==> config.mk <==
export PLATFORM = sky130hd
export DESIGN_NAME = capture_period_tachometer
export DESIGN_NICKNAME = d
export VERILOG_FILES = /design/src/sv/cpt_pkg.sv /design/src/sv/capture_period_tachometer.sv /design/src/sv/cpt_divider.sv
export SDC_FILE = /design/constraint.sdc
export NUM_CORES = 1
export LEC_CHECK = 0
export ABC_AREA = 1
export BUFFER_PORTS_ARGS = -buffer_cell sky130_fd_sc_hd__buf_2
export CORE_MARGIN = 3
export CORE_UTILIZATION = 60
export CTS_CLUSTER_SIZE = 24
export DETAILED_ROUTE_END_ITERATION = 8
export PLACE_DENSITY = 0.77
export SKIP_CTS_REPAIR_TIMING = 1
export SLEW_MARGIN = 20
export SYNTH_ARGS = -nofsm -noshare
export SYNTH_HDL_FRONTEND = slang
export SYNTH_SLANG_ARGS = --single-unit
==> constraint.sdc <==
create_clock -name clk -period 4.01 [get_ports clk]
set_clock_uncertainty 0.1 [all_clocks]
set_input_delay 0.401 -clock clk [delete_from_list [all_inputs] [get_ports clk]]
set_output_delay 0.401 -clock clk [all_outputs]
set_load 0.01 [all_outputs]
==> src/sv/cpt_pkg.sv <==
// ----------------------------------------------------------------------------
// Capture-period tachometer package
// Shared widths, codes and state encoding for the tachometer and its divider.
// ----------------------------------------------------------------------------
package cpt_pkg;

  // Field and storage widths.
  localparam int CAP_W   = 16;
  localparam int PER_W   = CAP_W + 1;
  localparam int CH_W    = 2;
  localparam int NUM_CH  = 4;
  localparam int SCALE_W = 40;
  localparam int SPEED_W = 32;
  localparam int OVF_W   = 2;

  // Overflow count at which a channel is declared stalled.
  localparam logic [OVF_W-1:0] OVF_SAT = 2'd2;

  // Number of restoring division steps, one quotient bit per step.
  localparam int DIV_STEPS = SCALE_W;
  localparam int DIV_CNT_W = $clog2(DIV_STEPS);

  // Event kinds carried on the input word.
  typedef enum logic {
    KIND_OVERFLOW = 1'b0,
    KIND_CAPTURE  = 1'b1
  } cpt_kind_t;

  // Sequencer states of the top level.
  typedef enum logic [1:0] {
    ST_IDLE,
    ST_UPDATE,
    ST_DIVIDE,
    ST_EMIT
  } cpt_state_t;

endpackage

==> src/sv/capture_period_tachometer.sv <==
// ----------------------------------------------------------------------------
// Capture-period tachometer
// Four encoder channels on two shared timers; tracks overflows, measures the
// capture period and reports period, validity and speed for each event.
// ----------------------------------------------------------------------------
// Each accepted word runs through the update and the 40-step serial divider
// before its result word is offered.
// The input is not ready while a word is in work; a finished result may
// wait in the output register while the next word is accepted.
// Reset clears all channel state, the speed scale and the output valid.
// ----------------------------------------------------------------------------
module capture_period_tachometer (
  input  logic        clk,
  input  logic        rst,
  // Configuration: speed_scale.
  input  logic        cfg_we,
  input  logic [39:0] cfg_wdata,
  // Input stream.
  input  logic        s_tvalid,
  output logic        s_tready,
  input  logic [23:0] s_tdata,   // channel[1:0], capture_value[17:2], zero fill
  input  logic        s_tuser,   // kind[0]
  // Output stream.
  output logic        m_tvalid,
  input  logic        m_tready,
  output logic [55:0] m_tdata,   // out_channel[1:0], period[18:2], speed[50:19]
  output logic        m_tuser    // valid_res[0]
);

  localparam int CAP_W   = cpt_pkg::CAP_W;
  localparam int PER_W   = cpt_pkg::PER_W;
  localparam int CH_W    = cpt_pkg::CH_W;
  localparam int NUM_CH  = cpt_pkg::NUM_CH;
  localparam int OVF_W   = cpt_pkg::OVF_W;
  localparam int SPEED_W = cpt_pkg::SPEED_W;

  cpt_pkg::cpt_state_t state, state_next;

  logic [cpt_pkg::SCALE_W-1:0] speed_scale;

  // Channel state and its next value.
  logic [CAP_W-1:0] last_capture      [NUM_CH];
  logic [OVF_W-1:0] overflow_count    [NUM_CH];
  logic [PER_W-1:0] period_store      [NUM_CH];
  logic             valid_flag        [NUM_CH];
  logic [CAP_W-1:0] last_capture_next [NUM_CH];
  logic [OVF_W-1:0] overflow_count_next [NUM_CH];
  logic [PER_W-1:0] period_store_next [NUM_CH];
  logic             valid_flag_next   [NUM_CH];

  // Word held during work.
  cpt_pkg::cpt_kind_t kind_q;
  logic [CH_W-1:0]    ch_q;
  logic [CAP_W-1:0]   cap_q;
  logic [PER_W-1:0]   per_q;
  logic               valid_q;

  logic               ch_ok;
  logic [CAP_W:0]     span;
  logic [PER_W-1:0]   new_per;
  logic [PER_W-1:0]   res_per;
  logic               res_valid;

  logic               in_accept;
  logic               upd_en;
  logic               div_start;
  logic               div_done;
  logic               out_load;
  logic [SPEED_W-1:0] div_quo;
  logic [SPEED_W-1:0] speed_res;

  assign in_accept = s_tvalid && s_tready;
  assign ch_ok     = ({1'b0, ch_q} < (CH_W + 1)'(NUM_CH));

  // Configuration register.
  always_ff @(posedge clk) begin
    if (rst) begin
      speed_scale <= '0;
    end else if (cfg_we) begin
      speed_scale <= cfg_wdata;
    end
  end

  // Capture the input word.
  always_ff @(posedge clk) begin
    if (in_accept) begin
      kind_q <= cpt_pkg::cpt_kind_t'(s_tuser);
      ch_q   <= s_tdata[CH_W-1:0];
      cap_q  <= s_tdata[CH_W+CAP_W-1:CH_W];
    end
  end

  // Period since the last capture, wrapping at the period width.
  always_comb begin
    span    = {1'b0, cap_q} + {overflow_count[ch_q][0], {CAP_W{1'b0}}};
    new_per = PER_W'(span - {1'b0, last_capture[ch_q]});
  end

  // Next channel state for the event in work.
  always_comb begin
    for (int i = 0; i < NUM_CH; i++) begin
      last_capture_next[i]   = last_capture[i];
      overflow_count_next[i] = overflow_count[i];
      period_store_next[i]   = period_store[i];
      valid_flag_next[i]     = valid_flag[i];
      if (upd_en && ch_ok) begin
        if (kind_q == cpt_pkg::KIND_OVERFLOW) begin
          // Both channels of the pair count the overflow.
          if ((CH_W'(i) >> 1) == (ch_q >> 1)) begin
            if (overflow_count[i] == cpt_pkg::OVF_SAT) begin
              overflow_count_next[i] = cpt_pkg::OVF_SAT;
            end else begin
              overflow_count_next[i] = overflow_count[i] + 1'b1;
            end
            if (overflow_count_next[i] == cpt_pkg::OVF_SAT) begin
              valid_flag_next[i] = 1'b0;
            end
          end
        end else if (CH_W'(i) == ch_q) begin
          // A stalled channel keeps its old period and stays invalid.
          if (overflow_count[i] != cpt_pkg::OVF_SAT) begin
            period_store_next[i] = new_per;
            valid_flag_next[i]   = 1'b1;
          end
          last_capture_next[i]   = cap_q;
          overflow_count_next[i] = '0;
        end
      end
    end
  end

  // Channel state registers.
  always_ff @(posedge clk) begin
    if (rst) begin
      for (int i = 0; i < NUM_CH; i++) begin
        last_capture[i]   <= '0;
        overflow_count[i] <= '0;
        period_store[i]   <= '0;
        valid_flag[i]     <= 1'b0;
      end
    end else begin
      for (int i = 0; i < NUM_CH; i++) begin
        last_capture[i]   <= last_capture_next[i];
        overflow_count[i] <= overflow_count_next[i];
        period_store[i]   <= period_store_next[i];
        valid_flag[i]     <= valid_flag_next[i];
      end
    end
  end

  // Reported values of the addressed channel after the update.
  always_comb begin
    if (ch_ok) begin
      res_per   = period_store_next[ch_q];
      res_valid = valid_flag_next[ch_q];
    end else begin
      res_per   = '0;
      res_valid = 1'b0;
    end
  end

  always_ff @(posedge clk) begin
    if (upd_en) begin
      per_q   <= res_per;
      valid_q <= res_valid;
    end
  end

  // Shared serial divider for speed_scale / period.
  cpt_divider u_div (
    .clk      (clk),
    .rst      (rst),
    .start    (div_start),
    .dividend (speed_scale),
    .divisor  (res_per),
    .done     (div_done),
    .quotient (div_quo)
  );

  assign speed_res = (valid_q && (per_q != '0)) ? div_quo : '0;

  // Sequencer state register.
  always_ff @(posedge clk) begin
    if (rst) begin
      state <= cpt_pkg::ST_IDLE;
    end else begin
      state <= state_next;
    end
  end

  // Next state.
  always_comb begin
    state_next = state;
    unique case (state)
      cpt_pkg::ST_IDLE: begin
        if (in_accept) begin
          state_next = cpt_pkg::ST_UPDATE;
        end
      end
      cpt_pkg::ST_UPDATE: begin
        state_next = cpt_pkg::ST_DIVIDE;
      end
      cpt_pkg::ST_DIVIDE: begin
        if (div_done) begin
          state_next = cpt_pkg::ST_EMIT;
        end
      end
      cpt_pkg::ST_EMIT: begin
        if (!m_tvalid || m_tready) begin
          state_next = cpt_pkg::ST_IDLE;
        end
      end
      default: begin
        state_next = cpt_pkg::ST_IDLE;
      end
    endcase
  end

  // Sequencer outputs.
  always_comb begin
    s_tready  = 1'b0;
    upd_en    = 1'b0;
    div_start = 1'b0;
    out_load  = 1'b0;
    unique case (state)
      cpt_pkg::ST_IDLE: begin
        s_tready = 1'b1;
      end
      cpt_pkg::ST_UPDATE: begin
        upd_en    = 1'b1;
        div_start = 1'b1;
      end
      cpt_pkg::ST_DIVIDE: begin
      end
      cpt_pkg::ST_EMIT: begin
        out_load = !m_tvalid || m_tready;
      end
      default: begin
      end
    endcase
  end

  // Output register.
  always_ff @(posedge clk) begin
    if (rst) begin
      m_tvalid <= 1'b0;
    end else if (out_load) begin
      m_tvalid <= 1'b1;
    end else if (m_tready) begin
      m_tvalid <= 1'b0;
    end
  end

  always_ff @(posedge clk) begin
    if (out_load) begin
      m_tdata <= {5'b0, speed_res, per_q, ch_q};
      m_tuser <= valid_q;
    end
  end

endmodule

==> src/sv/cpt_divider.sv <==
// ----------------------------------------------------------------------------
// Tachometer speed divider
// Restoring divider that produces one quotient bit per cycle and saturates
// the quotient to the speed width.
// ----------------------------------------------------------------------------
module cpt_divider (
  input  logic                        clk,
  input  logic                        rst,
  input  logic                        start,
  input  logic [cpt_pkg::SCALE_W-1:0] dividend,
  input  logic [cpt_pkg::PER_W-1:0]   divisor,
  output logic                        done,
  output logic [cpt_pkg::SPEED_W-1:0] quotient
);

  logic                          busy;
  logic [cpt_pkg::DIV_CNT_W-1:0] cnt;
  logic [cpt_pkg::PER_W-1:0]     rem;
  logic [cpt_pkg::PER_W-1:0]     rem_next;
  logic [cpt_pkg::SCALE_W-1:0]   quo;
  logic [cpt_pkg::PER_W-1:0]     div_q;
  logic [cpt_pkg::PER_W:0]       rem_sh;
  logic [cpt_pkg::PER_W:0]       div_ext;
  logic                          qbit;

  // One subtract and compare step of the restoring division.
  always_comb begin
    rem_sh  = {rem, quo[cpt_pkg::SCALE_W-1]};
    div_ext = {1'b0, div_q};
    qbit    = (rem_sh >= div_ext);
    if (qbit) begin
      rem_next = cpt_pkg::PER_W'(rem_sh - div_ext);
    end else begin
      rem_next = rem_sh[cpt_pkg::PER_W-1:0];
    end
  end

  // Control of the step counter.
  always_ff @(posedge clk) begin
    if (rst) begin
      busy <= 1'b0;
      done <= 1'b0;
      cnt  <= '0;
    end else begin
      done <= 1'b0;
      if (start) begin
        busy <= 1'b1;
        cnt  <= '0;
      end else if (busy) begin
        cnt <= cnt + 1'b1;
        if (cnt == cpt_pkg::DIV_CNT_W'(cpt_pkg::DIV_STEPS - 1)) begin
          busy <= 1'b0;
          done <= 1'b1;
        end
      end
    end
  end

  // Remainder and dividend/quotient shift register.
  always_ff @(posedge clk) begin
    if (start) begin
      rem   <= '0;
      quo   <= dividend;
      div_q <= divisor;
    end else if (busy) begin
      rem <= rem_next;
      quo <= {quo[cpt_pkg::SCALE_W-2:0], qbit};
    end
  end

  // Saturate the quotient to the speed width.
  assign quotient = (quo[cpt_pkg::SCALE_W-1:cpt_pkg::SPEED_W] != '0) ?
                    {cpt_pkg::SPEED_W{1'b1}} : quo[cpt_pkg::SPEED_W-1:0];

endmodule
==> results.py, run 1 <==
metrics = {
    "logic_synthesis": {
        "synth_edf_count": 193,
        "synth_seq_cells": 343,
        "ys_types": 49,
        "synth_ff_type": "edfxtp_1",
        "avgSynthCellArea_um2": 8.60,
        "yosysTopAreaCellShare_pct": 36.1,
        "synth_most_common_cell": "nand2_1",
        "synth.area.top_cells": "edfxtp_1 (36%), dfxtp_1 (19%), nand2_1 (9.7%)",
        "seq_area_frac_synth_pct": 54.8,
        "yosysWarnings": 0,
        "async_reset_ff_share_pct": 0,
        "netlist_area_um2": 16100,
        "synthCells": 1868,
        "synth_largest_area_cell": "edfxtp_1",
        "synth_top_cells_by_count": "nand2_1 (416), nor2_1 (265), inv_1 (209)",
    },
    "finish": {
        "drive_above_1_share_pct": 12.7,
        "area_growth_pct": 13.6,
        "diodes": 0,
        "fin_nets": 2106,
    },
    "setup_path": {
        "worstPathArrival_ps": 3360,
        "reg2regPathDepth": 18,
        "start_kind": "register",
        "reg2reg_to": "per_q[11]",
        "crit_required_ps": 4130,
        "endpoint_kind": "register",
        "cp_max_fo": 18,
        "worstSetupPathType": "reg2reg",
        "rrSetupSlack_ps": 760,
    },
    "die": {
        "start_util_pct": 61.3,
        "die_area_um2": 28800,
        "core-area_um2": 26200,
        "die_w_um": 170,
        "die_h_um": 170,
        "ios": 129,
        "rows": 59,
    },
    "global_route": {
        "antenna_found_initial": 0,
        "grtUsageMet1_pct": 34.5,
        "gr-usage-met2_pct": 42.6,
        "first_global_vias": 12061,
        "met3_usage_pct": 3.33,
        "track_usage_pct": 25.5,
        "overflow": 0,
        "grt_max_degree": 80,
        "grt_pass1_wl_mm": 59.7,
        "grt_busiest_layer": "met2",
    },
    "power": {
        "p_per_area_nw_per_um2": 642,
        "p_leak_nw": 8.02,
        "ir_drop_uv": 399,
    },
    "min_path": {
        "hold_end": "speed_scale[12]",
        "hp-class": "in2reg",
        "holdPathStages": 3,
        "hp-start": "cfg_wdata[12]",
    },
    "cts": {
        "clkSinkCount": 343,
        "cts_tree": "yes",
        "cts_buffer_depth": 3,
        "htreeDepth": 2,
        "clk_pin_slew_ps": 60,
        "clock_latency_ps": 520,
        "cts.root.buffer_cell": "clkbuf_16",
        "cts_buffers": 36,
    },
    "run_status": {
        "status": "complete, no violations",
    },
    "drt": {
        "wl_per_cell_um": 16.0,
        "drc": 0,
        "ant_nets": 0,
        "drt-initial-drc-count": 1155,
        "wirelength_mm": 37.6,
        "vias": 12867,
        "drt_pass1_iterations": 5,
        "vias_per_cell": 5.48,
    },
    "timing": {
        "timing.final.ws_setup_ps": 762,
        "max-slew-margin-rel_pct": 33.8,
        "hold_violations": 0,
        "max_freq_mhz": 308,
        "worst_pin_slew_ps": 992,
        "grt_setup_unrepaired": "false",
        "period_needed_ps": 3250,
        "setup_viol": 0,
        "drv_slew": 0,
        "setup_tns_ps": 0,
        "min_period_over_period_pct": 81.0,
    },
    "flow_run": {
        "cap_violations": 0,
    },
    "place": {
        "port_buffers": 117,
        "dp_slack_ps": 785,
        "place_hpwl_mm": 24.3,
        "place_congestion": 0.939,
    },
}
==> how the worst max path moves through the flow <==
| stage | startpoint | end | slack (ps) |
|---|---|---|---|
| after detailed placement | register | per_q[11] | 780 |
| after global placement | register | per_q[11] | 860 |
| final | register | per_q[11] | 760 |
| after floorplan | state[0] | m_tdata[0] | 360 |
| after global routing | register | per_q[11] | 430 |
| after CTS | register | per_q[11] | 770 |
==> flip-flops by register name (all words and copies together) (netlist names), 4 cells and up, named ones only <==
| register | cells |
|---|---|
| speed_scale | 40 |
| u_div.cnt | 6 |
| overflow_count | 8 |
| last_capture | 64 |
| u_div.quo | 40 |
| per_q | 17 |
| m_tdata | 51 |
| valid_flag | 4 |
| period_store | 68 |
| u_div.rem | 17 |
| cap_q | 16 |
==> area by class of cell <==
class,instances,area [um2]
fillers,2005,7960
repair buffers,157,946
well taps,335,419
clock buffers,46,980
flip-flops and latches,343,8800
inverters,215,807
clock inverters,19,150
multi-input cells,1235,6150
==> placed cells by master, fill, tap and decap left out, types with 5 or more instances in the layout <==
cell type / n
conb_1: 5
nor2_1: 263
nand2_2: 6
edfxtp_1: 193
xnor2_1: 10
buf_4: 20
clkbuf_1: 7
o21ai_0: 118
o211ai_1: 9
nand3_1: 122
nand2_1: 416
inv_1: 209
nor3_1: 10
dfxtp_1: 150
clkbuf_16: 37
or2_2: 38
a32o_1: 15
inv_2: 6
o21ai_1: 12
clkinv_1: 7
buf_2: 117
clkinv_2: 6
dlygate4sd3_1: 19
ha_1: 45
nand3b_1: 21
nand4_1: 13
a21oi_1: 90
==> worst max-delay path, stage by stage (launching register included) <==
cell and delay, ps:
dfxtp_1 320, inv_1 400, buf_12 220, nand2_1 60
a32o_1 250, ha_1 400, nand2_1 70, nand2_1 80
inv_1 40, nand2_1 90, nand2_1 70, nand2_1 130
nand2_1 90, nand3_1 140, nand3_1 110, nand3_1 120
nand2_1 60, inv_1 50, nand2_1 140
==> per-layer routing <==
metal | share of wire [%] | up-vias
li1 | - | 6371
met1 | 43 | 5980
met2 | 48 | 451
met3 | 6.5 | 65
met4 | 2.5 | 0
met5 | 0 | -
==> report_power, final <==
part | internal (mW) | leakage, nW | total, mW | switching (mW)
sequential | 4.50 | 3.09 | 4.75 | 0.246
combinational | 1.18 | 4.37 | 3.77 | 2.60
clock | 1.86 | 0.555 | 3.19 | 1.33
==> kinds of logic after synthesis <==
kind of cell / after synthesis / synth area share [%]
simple gates: 907 / 24.2
flops: 343 / 54.8
buf+inv: 294 / 7.28
compound gates: 263 / 9.22
fa+ha+maj: 48 / 3.83
xor+xnor: 12 / 0.654
other cells: 1 / 0.0234
==> through the flow <==
stage                     cells  total power, mW  hold slack [ps]  instance area (um2)  util, %
final                      2350             11.7             9.57                18200     69.6
after global routing       2350             12.4             17.1                18200     69.6
after CTS                  2331             11.7            -67.6                18100     68.9
after detailed placement   2266             8.52              341                16900     64.6
after global placement     2266             8.42              333                16900     64.6
after floorplan            1872             7.46              326                16100        -
(Power assumes the default switching activity.)
==> run 2, diff against run 1 <==
ABC_AREA = 0   (was 1)
CORE_UTILIZATION = 54   (was 60)
PLACE_DENSITY = 0.73   (was 0.77)
clock period = 2.8 ns   (was 4.01 ns; I/O delays follow)
==> results.py, run 2 <==
metrics = {
    "timing": {
        "hold_violations": 0,
        "min_period_over_period_pct": 131,
        "max-slew-margin-rel_pct": 30.9,
        "period_needed_ps": 3670,
        "drv_slew": 0,
        "timing.final.ws_setup_ps": -867,
        "grt_setup_unrepaired": "true",
        "setup_viol": 68,
        "max_freq_mhz": 273,
        "worst_pin_slew_ps": 1030,
    },
    "die": {
        "core-area_um2": 28000,
        "die_h_um": 175,
        "die_area_um2": 30800,
        "die_w_um": 175,
        "start_util_pct": 55.3,
        "ios": 129,
        "rows": 61,
    },
    "setup_path": {
        "cp_cell_sequence": "buf_6 -> buf_12 -> buf_8 -> buf_12 -> mux4_2 -> inv_2 -> ha_4 -> nand2_2 -> o21ai_2 -> a31oi_2 -> o21ai_2 -> o41ai_4 -> xnor2_2 -> a2111oi_2 -> nor4_1",
        "cp_slowest_cell": "mux4_2",
        "reg2regPathDepth": 15,
        "worstSetupPathType": "reg2reg",
        "slowest_delay_ps": 510,
        "crit_required_ps": 2960,
        "endpoint_kind": "register",
        "rrSetupSlack_ps": -870,
        "reg2reg_to": "per_q[15]",
        "worstPathArrival_ps": 3830,
        "start_kind": "register",
        "cp_max_fo": 5,
    },
    "logic_synthesis": {
        "yosysWarnings": 0,
        "synth.area.top_cells": "edfxtp_1 (37%), dfxtp_1 (19%), mux4_2 (4.8%)",
        "async_reset_ff_share_pct": 0,
        "synth_edf_count": 193,
        "synth_ff_type": "edfxtp_1",
        "avgSynthCellArea_um2": 12.1,
        "seq_area_frac_synth_pct": 56.8,
        "synth_most_common_cell": "edfxtp_1",
        "synth_top_cells_by_count": "edfxtp_1 (193), dfxtp_1 (150), nor2_1 (136)",
        "ys_types": 69,
        "netlist_area_um2": 15500,
        "yosysTopAreaCellShare_pct": 37.4,
        "synth_largest_area_cell": "edfxtp_1",
        "synth_seq_cells": 343,
        "synthCells": 1278,
    },
    "global_route": {
        "first_global_vias": 10554,
        "grt_pass1_wl_mm": 54.1,
        "grt_max_degree": 89,
        "antenna_found_initial": 0,
        "overflow": 0,
        "track_usage_pct": 21.7,
    },
    "min_path": {
        "hold_end": "m_tvalid",
        "hp-start": "m_tready",
        "hp-class": "in2reg",
        "holdPathStages": 4,
    },
    "drt": {
        "vias": 11114,
        "drt_pass1_iterations": 5,
        "drt-initial-drc-count": 877,
        "wl_per_cell_um": 18.4,
        "wirelength_mm": 36.9,
        "drc": 0,
        "vias_per_cell": 5.55,
        "ant_nets": 0,
    },
    "finish": {
        "regMostFlops": "period_store",
        "final_cell_mix": "edfxtp_1 (193), dfxtp_1 (149), buf_4 (139)",
        "mostFrequentLayoutCell": "edfxtp_1",
        "drive_above_1_share_pct": 36.1,
        "fill_cells": 1766,
        "utilization_pct": 72.9,
        "fin_nets": 1718,
        "diodes": 0,
        "largest_reg_flops": 68,
        "reg.largest.list": "period_store: 68 flops, last_capture: 64 flops, m_tdata: 51 flops",
        "area_growth_pct": 31.9,
    },
    "place": {
        "place_hpwl_mm": 22.7,
        "dp_slack_ps": -781,
        "port_buffers": 117,
        "place_congestion": 0.926,
    },
    "cts": {
        "cts.root.buffer_cell": "clkbuf_16",
        "cts_tree": "yes",
        "clk_pin_slew_ps": 60,
        "cts_buffers": 37,
        "clkSinkCount": 343,
        "cts_buffer_depth": 3,
        "htreeDepth": 2,
        "clock_latency_ps": 530,
    },
    "power": {
        "p_per_area_nw_per_um2": 1050,
        "p_leak_nw": 8.07,
        "ir_drop_uv": 670,
    },
    "flow_run": {
        "cap_violations": 0,
    },
    "run_status": {
        "violations": "setup timing",
        "status": "finished with violations",
    },
}
==> run 2: changes by cell type after synthesis, moves of 34 or more <==
cell,change
o21a_1,+37
and2_1,+62
nor2b_1,+43
o21ai_0,-95
mux2_2,+62
mux2i_1,+70
or2_2,-34
nor2_1,-129
nand2_1,-349
inv_1,-141
nand3_1,-114
a21oi_1,-47
==> run 2: layer usage <==
metal,up-vias,part of all wire (%),global-route usage [%]
met2,290,50,37.4
met1,5519,43,28.9
met5,-,0,0
met4,0,2.3,6.28
li1,5238,-,-
met3,67,4.3,3.18
==> run 2: per-stage QoR <==
stage	hold WS, ps	TNS, ps	instances	total power, mW	area [um2]
floorplan	279	-6170	1282	12.0	15700
global placement	357	-14140	1858	14.6	17600
detailed placement	358	-18710	1858	14.8	17600
CTS	-195	-21020	1923	19.7	18800
global route	48.3	-28910	2004	22.6	20400
finish	4.61	-20680	2004	21.5	20400
==> run 2: cells by family after synthesis <==
group | Yosys count | synth area share, %
adder cells (fa/ha/maj) | 48 | 3.97
XOR/XNOR | 23 | 1.30
other | 1 | 0.0242
buffers and inverters | 134 | 3.70
flip-flops | 343 | 56.8
AO/OA/AOI/OAI | 189 | 8.44
multiplexers | 165 | 13.8
AND/OR/NAND/NOR | 375 | 11.9
==> run 2: worst max-delay path by stage <==
| stage | end | startpoint | cells after the start | slack, ps |
|---|---|---|---|---|
| global placement | per_q[10] | register | 12 | -680 |
| floorplan | per_q[10] | register | 14 | -650 |
| CTS | per_q[9] | register | 13 | -830 |
| global route | per_q[15] | register | 15 | -990 |
| detailed placement | per_q[9] | register | 13 | -780 |
| finish | per_q[15] | register | 15 | -870 |
==> run 2: final cells by class <==
type,instances,area [um2],area share (%)
Multi-Input combinational cell,805,7060,34.5
Sequential cell,343,8800,43.1
Clock buffer,50,1010,4.92
Inverter,69,259,1.27
Tap cell,378,473,2.31
Clock inverter,15,174,0.851
Timing Repair Buffer,344,2660,13.0
==> run 2: critical path, delay by kind of cell (launching register included) <==
kind | cells | cell delay (ps)
buf+inv | 5 | 550
xor+xnor | 1 | 210
flops | 1 | 350
simple gates | 2 | 210
mux | 1 | 510
fa+ha+maj | 1 | 210
compound gates | 5 | 1280
==> run 2: report_power, final <==
part | switching (mW) | internal [mW]
logic | 4.79 | 4.70
clock network | 1.96 | 2.82
registers | 0.609 | 6.60
==> run 3, diff against run 2 <==
CORE_UTILIZATION = 55   (was 54)
PLACE_DENSITY = 0.74   (was 0.73)
SYNTH_HIERARCHICAL = 1   (was default)
==> results.py, run 3 <==
metrics = {
    "cts": {
        "clk_pin_slew_ps": 70,
        "cts_buffers": 37,
        "cts_tree": "yes",
        "cts.root.buffer_cell": "clkbuf_16",
        "clock_latency_ps": 540,
        "clkSinkCount": 360,
        "cts_buffer_depth": 3,
        "htreeDepth": 2,
    },
    "global_route": {
        "grt_max_degree": 92,
        "track_usage_pct": 22.5,
        "antenna_found_initial": 0,
        "gr-usage-met2_pct": 39.0,
        "overflow": 0,
        "grtUsageMet1_pct": 29.6,
        "grt_pass1_wl_mm": 57.4,
        "first_global_vias": 11205,
        "met3_usage_pct": 3.20,
        "grt_busiest_layer": "met2",
    },
    "logic_synthesis": {
        "seq_area_frac_synth_pct": 56.5,
        "netlist_area_um2": 16500,
        "synth_ff_type": "edfxtp_1",
        "yosysWarnings": 6,
        "synth_edf_count": 210,
        "synth.area.top_cells": "edfxtp_1 (38%), dfxtp_1 (18%), mux4_2 (3.8%)",
        "ys_types": 71,
        "synthCells": 1434,
        "avgSynthCellArea_um2": 11.5,
        "synth_largest_area_cell": "edfxtp_1",
        "synth_top_cells_by_count": "edfxtp_1 (210), dfxtp_1 (150), nor2_1 (122)",
        "async_reset_ff_share_pct": 0,
        "synth_seq_cells": 360,
        "yosysTopAreaCellShare_pct": 38.3,
        "synth_most_common_cell": "edfxtp_1",
    },
    "drt": {
        "ant_nets": 0,
        "vias": 11740,
        "wl_per_cell_um": 18.2,
        "vias_per_cell": 5.54,
        "drt_pass1_iterations": 7,
        "drc": 0,
        "drt-initial-drc-count": 852,
        "wirelength_mm": 38.5,
    },
    "finish": {
        "fin_nets": 1824,
        "regMostFlops": "period_store",
        "diodes": 0,
        "largest_reg_flops": 68,
        "utilization_pct": 71.4,
        "multi_input_area_um2": 7140,
        "fin_area_um2": 20800,
        "area_growth_pct": 26.0,
        "mostFrequentLayoutCell": "edfxtp_1",
        "register_area_um2": 9310,
        "fill_cells": 1957,
        "reg.largest.list": "period_store: 68 flops, last_capture: 64 flops, m_tdata: 51 flops",
        "final_cell_mix": "edfxtp_1 (210), dfxtp_1 (148), nor2_1 (120)",
        "drive_above_1_share_pct": 30.4,
    },
    "timing": {
        "hold_ws_ps": 2.00,
        "hold_violations": 0,
        "min_period_over_period_pct": 131,
        "worst_pin_slew_ps": 654,
        "period_needed_ps": 3670,
        "drv_slew": 0,
        "setup_viol": 81,
        "grt_setup_unrepaired": "true",
        "max-slew-margin-rel_pct": 56.0,
        "max_freq_mhz": 272,
        "timing.final.ws_setup_ps": -874,
    },
    "setup_path": {
        "endpoint": "per_q[12]",
        "worstSetupPathType": "reg2reg",
        "crit_required_ps": 2960,
        "cp_slowest_cell": "mux4_2",
        "crit_top_cell": "mux4_2",
        "rrSetupSlack_ps": -870,
        "reg2reg_to": "per_q[12]",
        "crit_cells": 12,
        "worstPathArrival_ps": 3840,
        "crit_buf_inv": 2,
        "start_kind": "register",
        "endpoint_kind": "register",
        "slowest_delay_ps": 480,
        "cp_cell_sequence": "buf_12 -> mux4_2 -> ha_4 -> inv_2 -> fa_2 -> a211oi_2 -> o21ai_2 -> a2111oi_4 -> nor2_2 -> xor2_2 -> mux2_4 -> mux4_2",
        "cp_max_fo": 10,
        "critPathTopFamily": "multiplexers",
        "reg2regPathDepth": 12,
    },
    "place": {
        "port_buffers": 117,
        "dpl-instance-area_um2": 18300,
        "place_congestion": 0.841,
        "place_hpwl_mm": 25.2,
    },
    "die": {
        "ios": 129,
        "die_w_um": 179,
        "die_h_um": 179,
        "rows": 62,
        "die_area_um2": 32100,
        "start_util_pct": 56.7,
        "core-area_um2": 29100,
    },
    "power": {
        "power.total_mw": 21.5,
        "ir_drop_uv": 684,
        "p_leak_nw": 8.04,
        "p_per_area_nw_per_um2": 1040,
    },
    "min_path": {
        "hp-class": "in2reg",
    },
    "run_status": {
        "violations": "setup timing",
        "status": "finished with violations",
    },
    "flow_run": {
        "cap_violations": 0,
    },
}
==> run 3: routing by layer <==
metal | wire length [um] | up-vias
met3 | 1720 | 57
met4 | 784 | 0
met1 | 16300 | 5729
met2 | 19700 | 297
met5 | 0 | -
li1 | - | 5657
==> run 3: cells by family (layout without fill, tap and decap cells) <==
| family | after synthesis | count (layout) | synth area share (%) |
|---|---|---|---|
| AND/OR/NAND/NOR | 496 | 496 | 15.1 |
| flip-flops | 360 | 360 | 56.5 |
| AO/OA/AOI/OAI | 225 | 225 | 8.96 |
| buffers and inverters | 142 | 439 | 3.53 |
| multiplexers | 139 | 139 | 10.9 |
| adder cells (fa/ha/maj) | 48 | 48 | 3.73 |
| XOR/XNOR | 23 | 23 | 1.22 |
| other | 1 | 5 | 0.0227 |
==> run 3: power breakdown <==
part | switching [mW] | leakage, nW | total, mW | internal [mW]
combinational | 4.78 | 4.18 | 8.94 | 4.16
sequential | 0.580 | 3.26 | 7.59 | 7.01
clock | 2.09 | 0.602 | 4.99 | 2.89
total | 7.45 | 8.04 | 21.5 | 14.1
==> run 3: tightest hold or removal path: cells and delay by family <==
| family | cells | cell delay (ps) |
|---|---|---|
| and+or+nand+nor | 3 | 230 |
| buffers and inverters | 1 | 70 |
==> run 3: final cells by class <==
type	instances	area share [%]
clock inverter	26	1.37
clock buffer	42	4.64
multi-input combinational	936	34.4
tap	384	2.31
inverter	60	1.08
sequential	360	44.8
timing repair buffer	311	11.4
==> run 3: worst min-delay path by stage <==
stage                          start          end  slack (ps)  cells past startpoint
after CTS                 s_tdata[9]     cap_q[7]        -200                      1
after floorplan                  rst   u_div/busy         250                      1
after detailed placement    per_q[1]   m_tdata[3]         330                      0
after global placement     per_q[10]  m_tdata[12]         330                      0
after global routing        m_tready     m_tvalid          10                      4
final                       m_tready     m_tvalid           2                      4
==> run 3: per-stage QoR <==
stage	setup TNS [ps]	std cells	setup WS (ps)
after floorplan	-13710	1438	-714
after global placement	-26910	1976	-723
after detailed placement	-31550	1976	-837
after CTS	-35220	2044	-889
after global routing	-43210	2119	-1000
final	-32870	2119	-874
